===== src/rtl/core/rcg_pkg.sv =====
// Shared types, constants and helper functions for the color-grid pattern core.
// No dependencies; imported by every module of the core.
package rcg_pkg;

  localparam int RES_W   = 13;  // resolution and rectangle size width
  localparam int OFF_W   = 26;  // frame buffer byte offset width
  localparam int COLOR_W = 32;  // packed color width
  localparam int CIDX_W  = 3;   // configuration register index width
  localparam int CDAT_W  = 32;  // configuration write word width

  localparam logic [15:0] CH5_MASK = 16'h001f;
  localparam logic [15:0] CH6_MASK = 16'h003f;
  localparam logic [15:0] CH8_MASK = 16'h00ff;

  typedef enum logic [2:0] {
    MODE_INDEXED = 3'd0,
    MODE_1555    = 3'd1,
    MODE_565     = 3'd2,
    MODE_888     = 3'd3,
    MODE_8888    = 3'd4
  } color_mode_t;

  typedef enum logic [CIDX_W-1:0] {
    CFG_COLOR_MODE    = 3'd0,
    CFG_PIXEL_BITS    = 3'd1,
    CFG_CHANNEL_SIZES = 3'd2,
    CFG_RECT_COUNT    = 3'd3,
    CFG_FIRST_COLOR   = 3'd4,
    CFG_COLOR_STEP    = 3'd5,
    CFG_HORIZ_RES     = 3'd6,
    CFG_VERT_RES      = 3'd7
  } cfg_idx_t;

  typedef struct packed {
    logic [2:0]         color_mode;
    logic [5:0]         pixel_bits;
    logic [11:0]        channel_sizes;
    logic [7:0]         rect_count;
    logic [COLOR_W-1:0] first_color;
    logic [7:0]         color_step;
    logic [RES_W-1:0]   horiz_res;
    logic [RES_W-1:0]   vert_res;
  } cfg_t;

  // Grid geometry derived from the registers.
  typedef struct packed {
    logic [RES_W-1:0] rect_wid;
    logic [RES_W-1:0] rect_hgt;
    logic             grid_ok;
  } geom_t;

  // One restoring division step: returns {quotient bit, new remainder}.
  function automatic logic [RES_W:0] div_step(input logic [RES_W-1:0] rem,
                                              input logic dbit,
                                              input logic [RES_W-1:0] dvs);
    logic [RES_W:0] t;
    logic [RES_W:0] d;
    t = {rem, dbit};
    d = t - {1'b0, dvs};
    if (t >= {1'b0, dvs}) begin
      return {1'b1, d[RES_W-1:0]};
    end
    return {1'b0, t[RES_W-1:0]};
  endfunction

  // Low mask of sz ones, sz up to 15.
  function automatic logic [15:0] low_mask16(input logic [3:0] sz);
    logic [16:0] m;
    m = (17'd1 << sz) - 17'd1;
    return m[15:0];
  endfunction

endpackage


===== src/rtl/core/rcg_cfg_div.sv =====
// Multi-cycle divider that derives rectangle width and height from the registers.
// Depends on rcg_pkg.
module rcg_cfg_div (
  input  logic                    clk,
  input  logic                    rst_n,
  input  logic                    kick,
  input  rcg_pkg::cfg_t           cfg,
  output logic                    busy,
  output rcg_pkg::geom_t          geom
);
  import rcg_pkg::*;

  localparam int CNT_W = $clog2(RES_W);

  typedef enum logic [2:0] {
    ST_IDLE = 3'b001,
    ST_LOAD = 3'b010,
    ST_RUN  = 3'b100
  } state_t;

  state_t           state_r, state_nxt;
  logic [CNT_W-1:0] cnt_r, cnt_nxt;
  logic [RES_W-1:0] dvd_h_r, dvd_h_nxt, dvd_v_r, dvd_v_nxt;
  logic [RES_W-1:0] rem_h_r, rem_h_nxt, rem_v_r, rem_v_nxt;
  logic [RES_W-1:0] quo_h_r, quo_h_nxt, quo_v_r, quo_v_nxt;
  geom_t            geom_r, geom_nxt;
  logic [RES_W:0]   st_h, st_v;
  logic [RES_W-1:0] dvs;

  assign dvs  = RES_W'(cfg.rect_count);
  assign st_h = div_step(rem_h_r, dvd_h_r[RES_W-1], dvs);
  assign st_v = div_step(rem_v_r, dvd_v_r[RES_W-1], dvs);

  always_comb begin
    state_nxt = state_r;
    cnt_nxt   = cnt_r;
    dvd_h_nxt = dvd_h_r;
    dvd_v_nxt = dvd_v_r;
    rem_h_nxt = rem_h_r;
    rem_v_nxt = rem_v_r;
    quo_h_nxt = quo_h_r;
    quo_v_nxt = quo_v_r;
    geom_nxt  = geom_r;
    case (state_r)
      ST_IDLE: begin
        if (kick) begin
          state_nxt = ST_LOAD;
        end
      end
      ST_LOAD: begin
        dvd_h_nxt = cfg.horiz_res;
        dvd_v_nxt = cfg.vert_res;
        rem_h_nxt = '0;
        rem_v_nxt = '0;
        quo_h_nxt = '0;
        quo_v_nxt = '0;
        cnt_nxt   = '0;
        state_nxt = ST_RUN;
      end
      ST_RUN: begin
        dvd_h_nxt = dvd_h_r << 1;
        dvd_v_nxt = dvd_v_r << 1;
        rem_h_nxt = st_h[RES_W-1:0];
        rem_v_nxt = st_v[RES_W-1:0];
        quo_h_nxt = {quo_h_r[RES_W-2:0], st_h[RES_W]};
        quo_v_nxt = {quo_v_r[RES_W-2:0], st_v[RES_W]};
        cnt_nxt   = cnt_r + CNT_W'(1);
        if (cnt_r == CNT_W'(RES_W - 1)) begin
          geom_nxt.rect_wid = quo_h_nxt;
          geom_nxt.rect_hgt = quo_v_nxt;
          geom_nxt.grid_ok  = (cfg.rect_count != '0) && (quo_h_nxt != '0) &&
                              (quo_v_nxt != '0);
          state_nxt = ST_IDLE;
        end
      end
      default: begin
        state_nxt = ST_IDLE;
      end
    endcase
  end

  always_ff @(posedge clk) begin
    if (!rst_n) begin
      state_r         <= ST_IDLE;
      geom_r.rect_wid <= RES_W'(1024);
      geom_r.rect_hgt <= RES_W'(768);
      geom_r.grid_ok  <= 1'b1;
    end else begin
      state_r <= state_nxt;
      geom_r  <= geom_nxt;
    end
  end

  always_ff @(posedge clk) begin
    cnt_r   <= cnt_nxt;
    dvd_h_r <= dvd_h_nxt;
    dvd_v_r <= dvd_v_nxt;
    rem_h_r <= rem_h_nxt;
    rem_v_r <= rem_v_nxt;
    quo_h_r <= quo_h_nxt;
    quo_v_r <= quo_v_nxt;
  end

  assign busy = (state_r != ST_IDLE);
  assign geom = geom_r;

endmodule


===== src/rtl/core/rcg_pix_div.sv =====
// Pipelined restoring divider: rectangle column and row of a pixel, one bit per stage.
// Depends on rcg_pkg.
module rcg_pix_div #(
  parameter int N = 12
) (
  input  logic                       clk,
  input  logic                       rst_n,
  input  logic                       in_vld,
  input  logic [N-1:0]               in_x,
  input  logic [N-1:0]               in_y,
  input  logic [rcg_pkg::RES_W-1:0]  wid,
  input  logic [rcg_pkg::RES_W-1:0]  hgt,
  output logic                       out_vld,
  output logic [N-1:0]               out_x,
  output logic [N-1:0]               out_y,
  output logic [N-1:0]               out_col,
  output logic [N-1:0]               out_row
);
  import rcg_pkg::*;

  logic             vld_r [N];
  logic [N-1:0]     x_r   [N];
  logic [N-1:0]     y_r   [N];
  logic [N-1:0]     qx_r  [N];
  logic [N-1:0]     qy_r  [N];
  logic [RES_W-1:0] rx_r  [N];
  logic [RES_W-1:0] ry_r  [N];

  for (genvar k = 0; k < N; k++) begin : g_stage
    logic             pv;
    logic [N-1:0]     px, py, pqx, pqy;
    logic [RES_W-1:0] prx, pry;
    logic [RES_W:0]   sx, sy;

    if (k == 0) begin : g_first
      assign pv  = in_vld;
      assign px  = in_x;
      assign py  = in_y;
      assign pqx = '0;
      assign pqy = '0;
      assign prx = '0;
      assign pry = '0;
    end else begin : g_next
      assign pv  = vld_r[k-1];
      assign px  = x_r[k-1];
      assign py  = y_r[k-1];
      assign pqx = qx_r[k-1];
      assign pqy = qy_r[k-1];
      assign prx = rx_r[k-1];
      assign pry = ry_r[k-1];
    end

    // bit N-1-k of the dividend is brought down here
    assign sx = div_step(prx, px[N-1-k], wid);
    assign sy = div_step(pry, py[N-1-k], hgt);

    always_ff @(posedge clk) begin
      if (!rst_n) begin
        vld_r[k] <= 1'b0;
      end else begin
        vld_r[k] <= pv;
      end
    end

    always_ff @(posedge clk) begin
      x_r[k]  <= px;
      y_r[k]  <= py;
      qx_r[k] <= {pqx[N-2:0], sx[RES_W]};
      qy_r[k] <= {pqy[N-2:0], sy[RES_W]};
      rx_r[k] <= sx[RES_W-1:0];
      ry_r[k] <= sy[RES_W-1:0];
    end
  end

  assign out_vld = vld_r[N-1];
  assign out_x   = x_r[N-1];
  assign out_y   = y_r[N-1];
  assign out_col = qx_r[N-1];
  assign out_row = qy_r[N-1];

endmodule


===== src/rtl/core/rcg_color.sv =====
// Four-stage color, byte offset and byte count pipeline behind the divider.
// Depends on rcg_pkg.
module rcg_color #(
  parameter int N = 12
) (
  input  logic                         clk,
  input  logic                         rst_n,
  input  rcg_pkg::cfg_t                cfg,
  input  rcg_pkg::geom_t               geom,
  input  logic                         in_vld,
  input  logic [N-1:0]                 in_x,
  input  logic [N-1:0]                 in_y,
  input  logic [N-1:0]                 in_col,
  input  logic [N-1:0]                 in_row,
  output logic                         out_vld,
  output logic                         out_drawn,
  output logic [rcg_pkg::COLOR_W-1:0]  out_color,
  output logic [rcg_pkg::OFF_W-1:0]    out_offset,
  output logic [2:0]                   out_bytes
);
  import rcg_pkg::*;

  function automatic logic [15:0] chan(input logic [15:0] base,
                                       input logic [15:0] add,
                                       input logic [3:0] sz);
    return (base + add) & low_mask16(sz);
  endfunction

  // stage 1: range check and the independent products
  logic             c1_vld_r, c1_drawn_r;
  logic [7:0]       c1_c8_r;
  logic [15:0]      c1_rc_r, c1_cs_r, c1_rs_r;
  logic [OFF_W-1:0] c1_lin_r;
  // stage 2: sums, offset scaling
  logic             c2_vld_r, c2_drawn_r;
  logic [15:0]      c2_idx_r, c2_cs_r, c2_rs_r;
  logic [16:0]      c2_bs_r;
  logic [OFF_W-1:0] c2_off_r;
  // stage 3: index times step
  logic             c3_vld_r, c3_drawn_r;
  logic [23:0]      c3_prod_r;
  logic [15:0]      c3_cs_r, c3_rs_r;
  logic [16:0]      c3_bs_r;
  logic [OFF_W-1:0] c3_off_r;
  // stage 4: output word
  logic               c4_vld_r, c4_drawn_r;
  logic [COLOR_W-1:0] c4_color_r, c4_color_nxt;
  logic [OFF_W-1:0]   c4_off_r;
  logic [2:0]         c4_bytes_r;

  logic             drawn_nxt;
  logic [2:0]       bytes;
  logic [OFF_W-1:0] off_nxt;
  logic [COLOR_W-1:0] ind_mask;
  logic [32:0]      ind_m33;
  logic [3:0]       rsz, gsz, bsz;
  logic [15:0]      red, grn, blu;

  assign drawn_nxt = geom.grid_ok &&
                     (RES_W'(in_col) < RES_W'(cfg.rect_count)) &&
                     (RES_W'(in_row) < RES_W'(cfg.rect_count));

  // bytes per pixel: 15 bits packs in 2 bytes, else bits/8 held to 1..4
  always_comb begin
    if (cfg.pixel_bits == 6'd15) begin
      bytes = 3'd2;
    end else if (cfg.pixel_bits[5:3] == 3'd0) begin
      bytes = 3'd1;
    end else if (cfg.pixel_bits[5:3] > 3'd4) begin
      bytes = 3'd4;
    end else begin
      bytes = cfg.pixel_bits[5:3];
    end
  end

  always_comb begin
    case (bytes)
      3'd2:    off_nxt = c1_lin_r << 1;
      3'd3:    off_nxt = (c1_lin_r << 1) + c1_lin_r;
      3'd4:    off_nxt = c1_lin_r << 2;
      default: off_nxt = c1_lin_r;
    endcase
  end

  always_ff @(posedge clk) begin
    if (!rst_n) begin
      c1_vld_r <= 1'b0;
      c2_vld_r <= 1'b0;
      c3_vld_r <= 1'b0;
      c4_vld_r <= 1'b0;
    end else begin
      c1_vld_r <= in_vld;
      c2_vld_r <= c1_vld_r;
      c3_vld_r <= c2_vld_r;
      c4_vld_r <= c3_vld_r;
    end
  end

  always_ff @(posedge clk) begin
    c1_drawn_r <= drawn_nxt;
    c1_c8_r    <= in_col[7:0];
    c1_rc_r    <= 16'(in_row[7:0]) * 16'(cfg.rect_count);
    c1_cs_r    <= 16'(in_col[7:0]) * 16'(cfg.color_step);
    c1_rs_r    <= 16'(in_row[7:0]) * 16'(cfg.color_step);
    c1_lin_r   <= OFF_W'(cfg.horiz_res) * OFF_W'(in_y) + OFF_W'(in_x);

    c2_drawn_r <= c1_drawn_r;
    c2_idx_r   <= c1_rc_r + 16'(c1_c8_r);
    c2_cs_r    <= c1_cs_r;
    c2_rs_r    <= c1_rs_r;
    c2_bs_r    <= 17'(c1_cs_r) + 17'(c1_rs_r);
    c2_off_r   <= off_nxt;

    c3_drawn_r <= c2_drawn_r;
    c3_prod_r  <= 24'(c2_idx_r) * 24'(cfg.color_step);
    c3_cs_r    <= c2_cs_r;
    c3_rs_r    <= c2_rs_r;
    c3_bs_r    <= c2_bs_r;
    c3_off_r   <= c2_off_r;

    c4_drawn_r <= c3_drawn_r;
    c4_color_r <= c4_color_nxt;
    c4_off_r   <= c3_off_r;
    c4_bytes_r <= bytes;
  end

  // stage 4 color
  assign ind_m33 = (33'd1 << cfg.pixel_bits) - 33'd1;
  assign ind_mask = (cfg.pixel_bits >= 6'd32) ? '1 : ind_m33[COLOR_W-1:0];
  assign rsz = cfg.channel_sizes[11:8];
  assign gsz = cfg.channel_sizes[7:4];
  assign bsz = cfg.channel_sizes[3:0];

  always_comb begin
    red = '0;
    grn = '0;
    blu = '0;
    c4_color_nxt = '0;
    case (cfg.color_mode)
      MODE_INDEXED: begin
        c4_color_nxt = (cfg.first_color + COLOR_W'(c3_prod_r)) & ind_mask;
      end
      MODE_1555: begin
        red = chan(16'(cfg.first_color >> 10) & CH5_MASK, c3_cs_r, rsz);
        grn = chan(16'(cfg.first_color >> 5) & CH5_MASK, c3_rs_r, gsz);
        blu = chan(16'(cfg.first_color) & CH5_MASK, c3_bs_r[15:0], bsz);
        c4_color_nxt = (32'(red) << 10) | (32'(grn) << 5) | 32'(blu);
      end
      MODE_565: begin
        red = chan(16'(cfg.first_color >> 11) & CH5_MASK, c3_cs_r, rsz);
        grn = chan(16'(cfg.first_color >> 5) & CH6_MASK, c3_rs_r, gsz);
        blu = chan(16'(cfg.first_color) & CH5_MASK, c3_bs_r[15:0], bsz);
        c4_color_nxt = (32'(red) << 11) | (32'(grn) << 5) | 32'(blu);
      end
      MODE_888, MODE_8888: begin
        red = chan(16'(cfg.first_color >> 16) & CH8_MASK, c3_cs_r, rsz);
        grn = chan(16'(cfg.first_color >> 8) & CH8_MASK, c3_rs_r, gsz);
        blu = chan(16'(cfg.first_color) & CH8_MASK, c3_bs_r[15:0], bsz);
        c4_color_nxt = (32'(red) << 16) | (32'(grn) << 8) | 32'(blu);
      end
      default: begin
        c4_color_nxt = '0;
      end
    endcase
    if (!c3_drawn_r) begin
      c4_color_nxt = '0;
    end
  end

  assign out_vld    = c4_vld_r;
  assign out_drawn  = c4_drawn_r;
  assign out_color  = c4_color_r;
  assign out_offset = c4_off_r;
  assign out_bytes  = c4_bytes_r;

endmodule


===== src/rtl/core/rect_grid_color_pattern_core.sv =====
// Color-grid test pattern generator: top level with registers, divider and pipeline.
// Depends on rcg_pkg, rcg_cfg_div, rcg_pix_div and rcg_color.
//
// Takes one pixel word (x, y) per clock whenever busy is low and returns one
// result word per pixel on out_strobe for a single cycle; the receiver cannot
// stall, so results are never held back. The pixel path is fully pipelined: an
// input register, one restoring-division stage per coordinate bit that finds
// the rectangle column and row, then four stages for range check, products,
// color packing and byte offset. Sustained rate is one pixel per clock while
// busy is low. Each configuration write starts a shared sequential divider that
// derives rectangle width and height (resolution / rect_count, one bit a
// cycle); busy and ~cfg_ready stay high while it runs. Write configuration
// only when no pixel results are outstanding.
module rect_grid_color_pattern_core #(
  parameter int COORD_BITS = 12
) (
  input  logic                          clk,
  input  logic                          rst_n,
  // pixel command
  input  logic                          start,
  output logic                          busy,
  input  logic [COORD_BITS-1:0]         in_pix_x,
  input  logic [COORD_BITS-1:0]         in_pix_y,
  // result word
  output logic                          out_strobe,
  output logic                          out_drawn,
  output logic [rcg_pkg::COLOR_W-1:0]   out_pixel_color,
  output logic [rcg_pkg::OFF_W-1:0]     out_byte_offset,
  output logic [2:0]                    out_byte_count,
  // configuration write
  input  logic                          cfg_valid,
  output logic                          cfg_ready,
  input  logic [rcg_pkg::CIDX_W-1:0]    cfg_index,
  input  logic [rcg_pkg::CDAT_W-1:0]    cfg_wdata
);
  import rcg_pkg::*;

  localparam int LATENCY = COORD_BITS + 5;

  cfg_t  cfg_r, cfg_nxt;
  geom_t geom;
  logic  cfg_we;
  logic  div_busy;
  logic  in_accept;

  // input register
  logic                  s0_vld_r;
  logic [COORD_BITS-1:0] s0_x_r, s0_y_r;

  // divider output
  logic                  d_vld;
  logic [COORD_BITS-1:0] d_x, d_y, d_col, d_row;

  assign cfg_ready = !div_busy;
  assign cfg_we    = cfg_valid && cfg_ready;
  assign busy      = div_busy;
  assign in_accept = start && !busy;

  // configuration registers
  always_comb begin
    cfg_nxt = cfg_r;
    if (cfg_we) begin
      case (cfg_index)
        CFG_COLOR_MODE:    cfg_nxt.color_mode    = cfg_wdata[2:0];
        CFG_PIXEL_BITS:    cfg_nxt.pixel_bits    = cfg_wdata[5:0];
        CFG_CHANNEL_SIZES: cfg_nxt.channel_sizes = cfg_wdata[11:0];
        CFG_RECT_COUNT:    cfg_nxt.rect_count    = cfg_wdata[7:0];
        CFG_FIRST_COLOR:   cfg_nxt.first_color   = cfg_wdata[COLOR_W-1:0];
        CFG_COLOR_STEP:    cfg_nxt.color_step    = cfg_wdata[7:0];
        CFG_HORIZ_RES:     cfg_nxt.horiz_res     = cfg_wdata[RES_W-1:0];
        CFG_VERT_RES:      cfg_nxt.vert_res      = cfg_wdata[RES_W-1:0];
        default:           cfg_nxt = cfg_r;
      endcase
    end
  end

  always_ff @(posedge clk) begin
    if (!rst_n) begin
      cfg_r.color_mode    <= MODE_INDEXED;
      cfg_r.pixel_bits    <= 6'd8;
      cfg_r.channel_sizes <= 12'h555;
      cfg_r.rect_count    <= 8'd1;
      cfg_r.first_color   <= '0;
      cfg_r.color_step    <= 8'd1;
      cfg_r.horiz_res     <= RES_W'(1024);
      cfg_r.vert_res      <= RES_W'(768);
    end else begin
      cfg_r <= cfg_nxt;
    end
  end

  // rectangle size; reset values match the reset registers
  rcg_cfg_div u_cfg_div (
    .clk   (clk),
    .rst_n (rst_n),
    .kick  (cfg_we),
    .cfg   (cfg_r),
    .busy  (div_busy),
    .geom  (geom)
  );

  always_ff @(posedge clk) begin
    if (!rst_n) begin
      s0_vld_r <= 1'b0;
    end else begin
      s0_vld_r <= in_accept;
    end
  end

  always_ff @(posedge clk) begin
    s0_x_r <= in_pix_x;
    s0_y_r <= in_pix_y;
  end

  rcg_pix_div #(
    .N (COORD_BITS)
  ) u_pix_div (
    .clk     (clk),
    .rst_n   (rst_n),
    .in_vld  (s0_vld_r),
    .in_x    (s0_x_r),
    .in_y    (s0_y_r),
    .wid     (geom.rect_wid),
    .hgt     (geom.rect_hgt),
    .out_vld (d_vld),
    .out_x   (d_x),
    .out_y   (d_y),
    .out_col (d_col),
    .out_row (d_row)
  );

  rcg_color #(
    .N (COORD_BITS)
  ) u_color (
    .clk        (clk),
    .rst_n      (rst_n),
    .cfg        (cfg_r),
    .geom       (geom),
    .in_vld     (d_vld),
    .in_x       (d_x),
    .in_y       (d_y),
    .in_col     (d_col),
    .in_row     (d_row),
    .out_vld    (out_strobe),
    .out_drawn  (out_drawn),
    .out_color  (out_pixel_color),
    .out_offset (out_byte_offset),
    .out_bytes  (out_byte_count)
  );

`ifndef SYNTHESIS
  // every result word comes from an accepted pixel, checked at the pipeline latency
  a_out_from_accept: assert property (@(posedge clk) disable iff (!rst_n)
    out_strobe |-> $past(in_accept, LATENCY))
    else $error("result word without matching pixel");

  // a config write blocks pixels while the rectangle size is rebuilt
  a_cfg_blocks: assert property (@(posedge clk) disable iff (!rst_n)
    cfg_we |=> busy)
    else $error("pixel port open right after config write");

  // pixels off the grid carry no color
  a_undrawn_black: assert property (@(posedge clk) disable iff (!rst_n)
    (out_strobe && !out_drawn) |-> (out_pixel_color == '0))
    else $error("undrawn pixel with nonzero color");
`endif

endmodule

===== config.mk =====
export PLATFORM = sky130hd
export DESIGN_NAME = rect_grid_color_pattern_core
export DESIGN_NICKNAME = d
export VERILOG_FILES = /design/src/rtl/core/rcg_pkg.sv /design/src/rtl/core/rcg_cfg_div.sv /design/src/rtl/core/rcg_pix_div.sv /design/src/rtl/core/rcg_color.sv /design/src/rtl/core/rect_grid_color_pattern_core.sv
export SDC_FILE = /design/constraint.sdc
export NUM_CORES = 2
export LEC_CHECK = 0
export BUFFER_PORTS_ARGS = -buffer_cell sky130_fd_sc_hd__buf_2
export CAP_MARGIN = 20
export CELL_PAD_IN_SITES_DETAIL_PLACEMENT = 0
export CELL_PAD_IN_SITES_GLOBAL_PLACEMENT = 1
export CORE_MARGIN = 3
export CORE_UTILIZATION = 40
export CTS_CLUSTER_DIAMETER = 200
export DETAILED_ROUTE_END_ITERATION = 16
export GPL_TIMING_DRIVEN = 0
export PLACE_DENSITY = 0.68
export SETUP_SLACK_MARGIN = 0.3
export SLEW_MARGIN = 20
export SYNTH_ARGS = -nofsm -noshare
export SYNTH_HDL_FRONTEND = slang
export SYNTH_HIERARCHICAL = 1
export SYNTH_SLANG_ARGS = --single-unit

===== constraint.sdc =====
create_clock -name clk -period 5.65 [get_ports clk]
set_input_delay 1.13 -clock clk [delete_from_list [all_inputs] [get_ports clk]]
set_output_delay 1.13 -clock clk [all_outputs]
set_load 0.02 [all_outputs]

==> Yosys cells after proc, flatten, opt, wreduce, memory -nomap -nowiden <==
Memory sizes are Yosys's and may differ from the RTL's. A register that Yosys moved wholly into a read port is not among the register bits.
Index checks and enable logic that the tools add are counted.
{ "classes": {"div_mod_pow": 0, "magnitude_cmp": 30, "mux": 108, "n_addsub": 44, "mul": 5, "n_reduce_logical": 26, "eq_ne": 22, "bitwise_logic": 27, "shift": 4} }
{ "ops": {"columns": ["op", "n"], "rows": [
  ["14-bit two-way mux", 52],
  ["14-bit by 13-bit >= comparator with 1-bit output", 22],
  ["13-bit subtractor", 22],
  ["16-bit bitwise AND", 8],
  ["32-bit case mux with 4 select lines", 1],
  ["13-bit case mux with 2 select lines", 4],
  ["32-bit by 16-bit OR with 32-bit output", 3],
  ["26-bit case mux with 3 select lines", 1],
  ["5-bit by 16-bit adder with 16-bit output", 4],
  ["8-bit by 16-bit adder with 16-bit output", 3],
  ["8-bit by 8-bit multiplier with 16-bit output", 3],
  ["12-bit case mux with 2 select lines", 2],
  ["1-bit by 4-bit << shifter with 16-bit output (first input constant)", 3],
  ["16-bit by 1-bit subtractor with 16-bit output (second input constant)", 3],
  ["1-bit two-way mux", 40],
  ["32-bit by 24-bit adder with 32-bit output", 1],
  ["32-bit bitwise AND", 1],
  ["32-bit two-way mux", 1],
  ["32-bit by 24-bit OR with 32-bit output", 1],
  ["1-bit by 6-bit << shifter with 32-bit output (first input constant)", 1],
  ["32-bit by 1-bit subtractor with 32-bit output (second input constant)", 1],
  ["14-bit by 8-bit >= comparator with 1-bit output", 2],
  ["27-bit by 21-bit OR with 27-bit output", 1],
  ["25-bit by 12-bit adder with 26-bit output", 1],
  ["34 further kinds", 85]
]} }
{ "totals": {"regBits": 568, "ramBits": 900, "in_bits": 63, "latch_bits": 0, "memories": 7, "elab_cells": 320, "mem_bits_ro": 0} }
{ "mem_list": {"columns": ["name", "words", "width", "rd", "rd_ports_with_merged_regs", "write_ports", "line_no", "text"], "rows": [
  ["u_pix_div.rx_r", 12, 13, 11, 0, 12, "rcg_pix_div.sv:26", "logic [RES_W-1:0] rx_r [N];"],
  ["u_pix_div.ry_r", 12, 13, 11, 0, 12, "rcg_pix_div.sv:27", "logic [RES_W-1:0] ry_r [N];"],
  ["u_pix_div.qx_r", 12, 12, 12, 0, 12, "rcg_pix_div.sv:24", "logic [N-1:0] qx_r [N];"],
  ["u_pix_div.qy_r", 12, 12, 12, 0, 12, "rcg_pix_div.sv:25", "logic [N-1:0] qy_r [N];"],
  ["u_pix_div.x_r", 12, 12, 12, 0, 12, "rcg_pix_div.sv:22", "logic [N-1:0] x_r [N];"],
  ["u_pix_div.y_r", 12, 12, 12, 0, 12, "rcg_pix_div.sv:23", "logic [N-1:0] y_r [N];"],
  ["1 more memories", null, null, null, null, null, null, null]
]} }

==> Logic depth before layout (Yosys ltp) <==
{ "logic_depth": {"ltp_word": 6, "mapped_depth": 22, "depth_no_buf": 21} }

==> Cells and area by module <==
The synthesis kept the hierarchy.
{ "modules_own_cells": {"columns": ["module", "instances", "area_per_inst_um2", "cells_each"], "rows": [
  ["rcg_color", 1, 31527.7, 3568],
  ["rcg_pix_div", 1, 30953.4, 2954],
  ["rcg_cfg_div", 1, 5371.4, 540],
  ["rect_grid_color_pattern_core", 1, 4124.0, 393]
]} }

==> Least setup slack after synthesis <==
OpenSTA, ideal clock, no wires.
{ "synth_timing": {"kind": "reg-to-reg", "from": "register cfg_r[18] (netlist bit)", "to": "register u_color.c1_lin_r[25]", "stages_incl_launch_ff": 22, "arrival_time_ps": 5226, "setup_ps": 123, "setup_slack_ps": 301, "n_path_buf": 1, "required_ps": 5527, "cell_sequence": "dfxtp_1 clkbuf_1 and2_1 fa_1 inv_1 fa_1 inv_1 fa_1 fa_1 inv_1 fa_1 inv_1 ha_1 a21o_1 a21oi_1 nor2b_1 or4_1 a31o_1 a21oi_1 o21a_1 o21ai_1 xor2_1"} }
{ "synth_between": {"elab_chain_cells": 2} }
{ "synth_rtl": {"columns": ["item", "line_no", "text"], "rows": [
  ["from (decl)", "rect_grid_color_pattern_core.sv:40", "cfg_t cfg_r, cfg_nxt;"],
  ["from (signal assigned)", "rect_grid_color_pattern_core.sv:88", "cfg_r <= cfg_nxt;"],
  ["13-bit by 12-bit multiplier with 25-bit output", "rcg_color.sv:105", "c1_lin_r <= OFF_W'(cfg.horiz_res) * OFF_W'(in_y) + OFF_W'(in_x);"],
  ["25-bit by 12-bit adder with 26-bit output", "rcg_color.sv:105", null],
  ["to (signal assigned)", "rcg_color.sv:105", null],
  ["to (decl)", "rcg_color.sv:33", "logic [OFF_W-1:0] c1_lin_r;"]
]} }
No other way between the ends.
A chain may end at the register's enable or synchronous reset.

==> reports/summary.txt <==
Status: completed
Ys Warns: 6
Vias: 53400
# DRC: 0
Top FF cell, synth: dfxtp_1
Max cap viols: 0
Synth Area per Inst: 9.65 um^2
All-layer global routing usage: 0.212
Post-Syn Instances: 7455
Crit path kind: reg2reg
Detailed Route Iter0 Violations: 3063
CTS root buffer: clkbuf_16
Num CTS Buffers: 145
Mapped cell area: 72000 um^2
RSZ-0062 raised after global routing: yes
Final Util: 0.460
Clk_skew: 60.2 ps
GRT met3 Usage: 0.0274
Largest net degree at the start of global routing: 23
Hold wc startpoint: u_pix_div/x_r[2][32]
Final Hold Viols: 0
Hold WC Path Type: reg2reg
CP startpoint kind: flop
IO Count: 128
Worst EP arrival: 6010 ps
Core area: 179000 um^2
CP Capture Type: flop
Met2 Track Usage GR: 0.356
Detail Placement HPWL: 151000 um
Async S/R FF share, synth: 0
CTS Buffer Depth: 3
Slew HR: 0.283
Avg WL per Cell: 19.3 um
Clock transition at path regs: 70 ps
R2r setup slk: 280 ps
Worst hold stages: 0
Global Route met1 Usage: 0.278
Post-route setup slack: 279 ps
CTS tree: done
Layout Nets: 8859
Worst r2r src: u_pix_div/y_r[2][45]
Setup slack at placement: -528 ps
Clock sink count: 1303
Hold Path Sink: u_pix_div/x_r[2][44]
Distinct cells, synth: 115
H-tree Lvls: 4
Drt pass-1 iters: 6
Number of port buffers: 127
Static Leak: 36.5 nW
Period utilization: 0.951
Most common cell after layout, fill and taps aside: dfxtp_1
Die Y: 430 um
Antenna Nets Post-Route: 0
Final Critical Period: 5370 ps
Post-synth EDFFs: 80
Net Count, Synth: 8534
Die area: 185000 um^2
Vias in the first global route: 53100
Worst Setup SP: u_pix_div/y_r[2][45]
Slew Limit Fails: 0
Reg2reg path depth: 18
Final setup viols: 0
Power Dens Cells: 327 nW/um^2
Max VDD drop: 0.248 mV
Max Clk Rate: 0.186 GHz
Site row count: 155
Overall routed net length: 198000 um
Clk Latency, worst-skew pair: 810 ps
Initial antenna violation count: 16
Die Wd: 430 um
Vias per cell: 5.20
Part of the Yosys area used for sequential elements: 0.374
GP Congestion: 0.917
Hold-fix buffer count after cts: 0
Fraction of layout cells with a size suffix above 1: 0.102
GRT busiest layer: met2
First-pass GRT wire length: 308000 um
Most frequent cells in the layout: 1195 x dfxtp_1, 747 x nand2_1, 659 x ha_1
Least-Margin Pin Slew: 1070 ps
Crit-path max FO: 10
R2R Path End: u_color/c1_lin_r[24]
Yosys reg bits: 1303
Area grow syn2layout: 14.1%
Initial Util: 0.403
Required time of the critical path: 6290 ps
Grt ovf: 0
==> repair_timing <==
action	CTS	global route
gates cloned	0	0
endpoints found under the hold margin	0	0
setup buffers	25	20
endpoints found under the setup margin	18	16
pin swaps	31	41
gates resized for setup	187	72
==> how the worst max path moves through the flow <==
stage,end
floorplan,u_color/c1_lin_r[25]
global placement,u_cfg_div/dvd_h_r[0]
detailed placement,u_color/c1_lin_r[24]
CTS,u_color/c1_lin_r[24]
global route,u_color/c1_lin_r[24]
finish,u_color/c1_lin_r[24]
==> sequential cells by signal, indices dropped and copies added, names as in the netlist, 26 cells and up <==
name,cells
u_pix_div/qy_r,78
u_color/c1_lin_r,26
u_pix_div/x_r,144
u_color/c2_off_r,26
u_cfg_div/geom,27
u_color/c3_off_r,26
u_pix_div/ry_r,143
u_pix_div/y_r,144
u_pix_div/qx_r,78
u_color/out_offset,26
u_pix_div/rx_r,143
cfg_r,95
u_color/out_color,32
==> metrics by stage <==
step | cells | setup TNS [ps] | power, mW | hold slack, ps | cell area, um^2
6_report | 10300 | 0 | 26.8 | 314 | 82200
5_1_grt | 10300 | 0 | 28.3 | 320 | 82100
4_1_cts | 10200 | 0 | 27.1 | 303 | 81800
3_5_place_dp | 9943 | -2970 | 17.0 | 312 | 75700
3_3_place_gp | 9937 | -112490 | 16.9 | 310 | 75600
2_1_floorplan | 7455 | 0 | 15.3 | 310 | 72000
==> worst max-delay path, cell delays in order (launching register included) <==
cell      delay (ps)
dfxtp_2          400
clkbuf_4         250
and2_1           170
fa_1             460
fa_1             520
fa_1             530
fa_1             540
inv_1             50
fa_1             520
inv_1             60
ha_4             290
and3_4           190
and3_4           190
nand2_2           70
a211oi_4         280
o21ai_2          140
nand2_2          110
nor4bb_1          70
or3_1            380
==> layer usage <==
layer  up-vias  wire length [um]
met3       334              7930
met5         -                11
met1     25600             90300
met4         2              7230
li1      26300                 -
met2      1128             92800
==> kinds of logic (layout without fill, tap and decap cells) <==
group	Yosys count	after routing	share of synthesized area
xor+xnor	382	382	0.0465
other cells	0	7	0
flops	1303	1303	0.374
simple gates	2218	2218	0.152
mux	261	261	0.0389
compound gates	1418	1418	0.130
buf+inv	857	1304	0.0457
fa+ha+maj	1016	1016	0.213
==> final cells by class <==
class                           instances  area (um^2)
Antenna cell                            7         17.5
Buffer                                230         1350
Clock buffer                          186         4050
Clock inverter                         83         1150
Fill cell                           16900        96500
Inverter                              627         2350
Multi-Input combinational cell       5295        42200
Sequential cell                      1303        27000
Tap cell                             2355         2950
Timing Repair Buffer                  178         1140
==> synth_stat cells, drive strengths merged (129+ instances only) <==
library cell | number | share of area
and2 | 333 | 0.029
fa | 346 | 0.096
a21o | 148 | 0.015
xnor2 | 253 | 0.031
a21oi | 408 | 0.028
clkbuf | 199 | 0.010
mux2i | 134 | 0.019
o21ai | 282 | 0.020
dfxtp | 1223 | 0.34
nand3 | 135 | 0.0094
xor2 | 129 | 0.016
inv | 626 | 0.033
nor2 | 408 | 0.021
ha | 670 | 0.12
nand2 | 749 | 0.039
==> power breakdown <==
group	internal [mW]	switching (mW)
Sequential	10.3	0.758
Clock	5.81	4.12
Combinational	2.59	3.25
Total	18.7	8.13
Power figures use the tool's default switching activity.
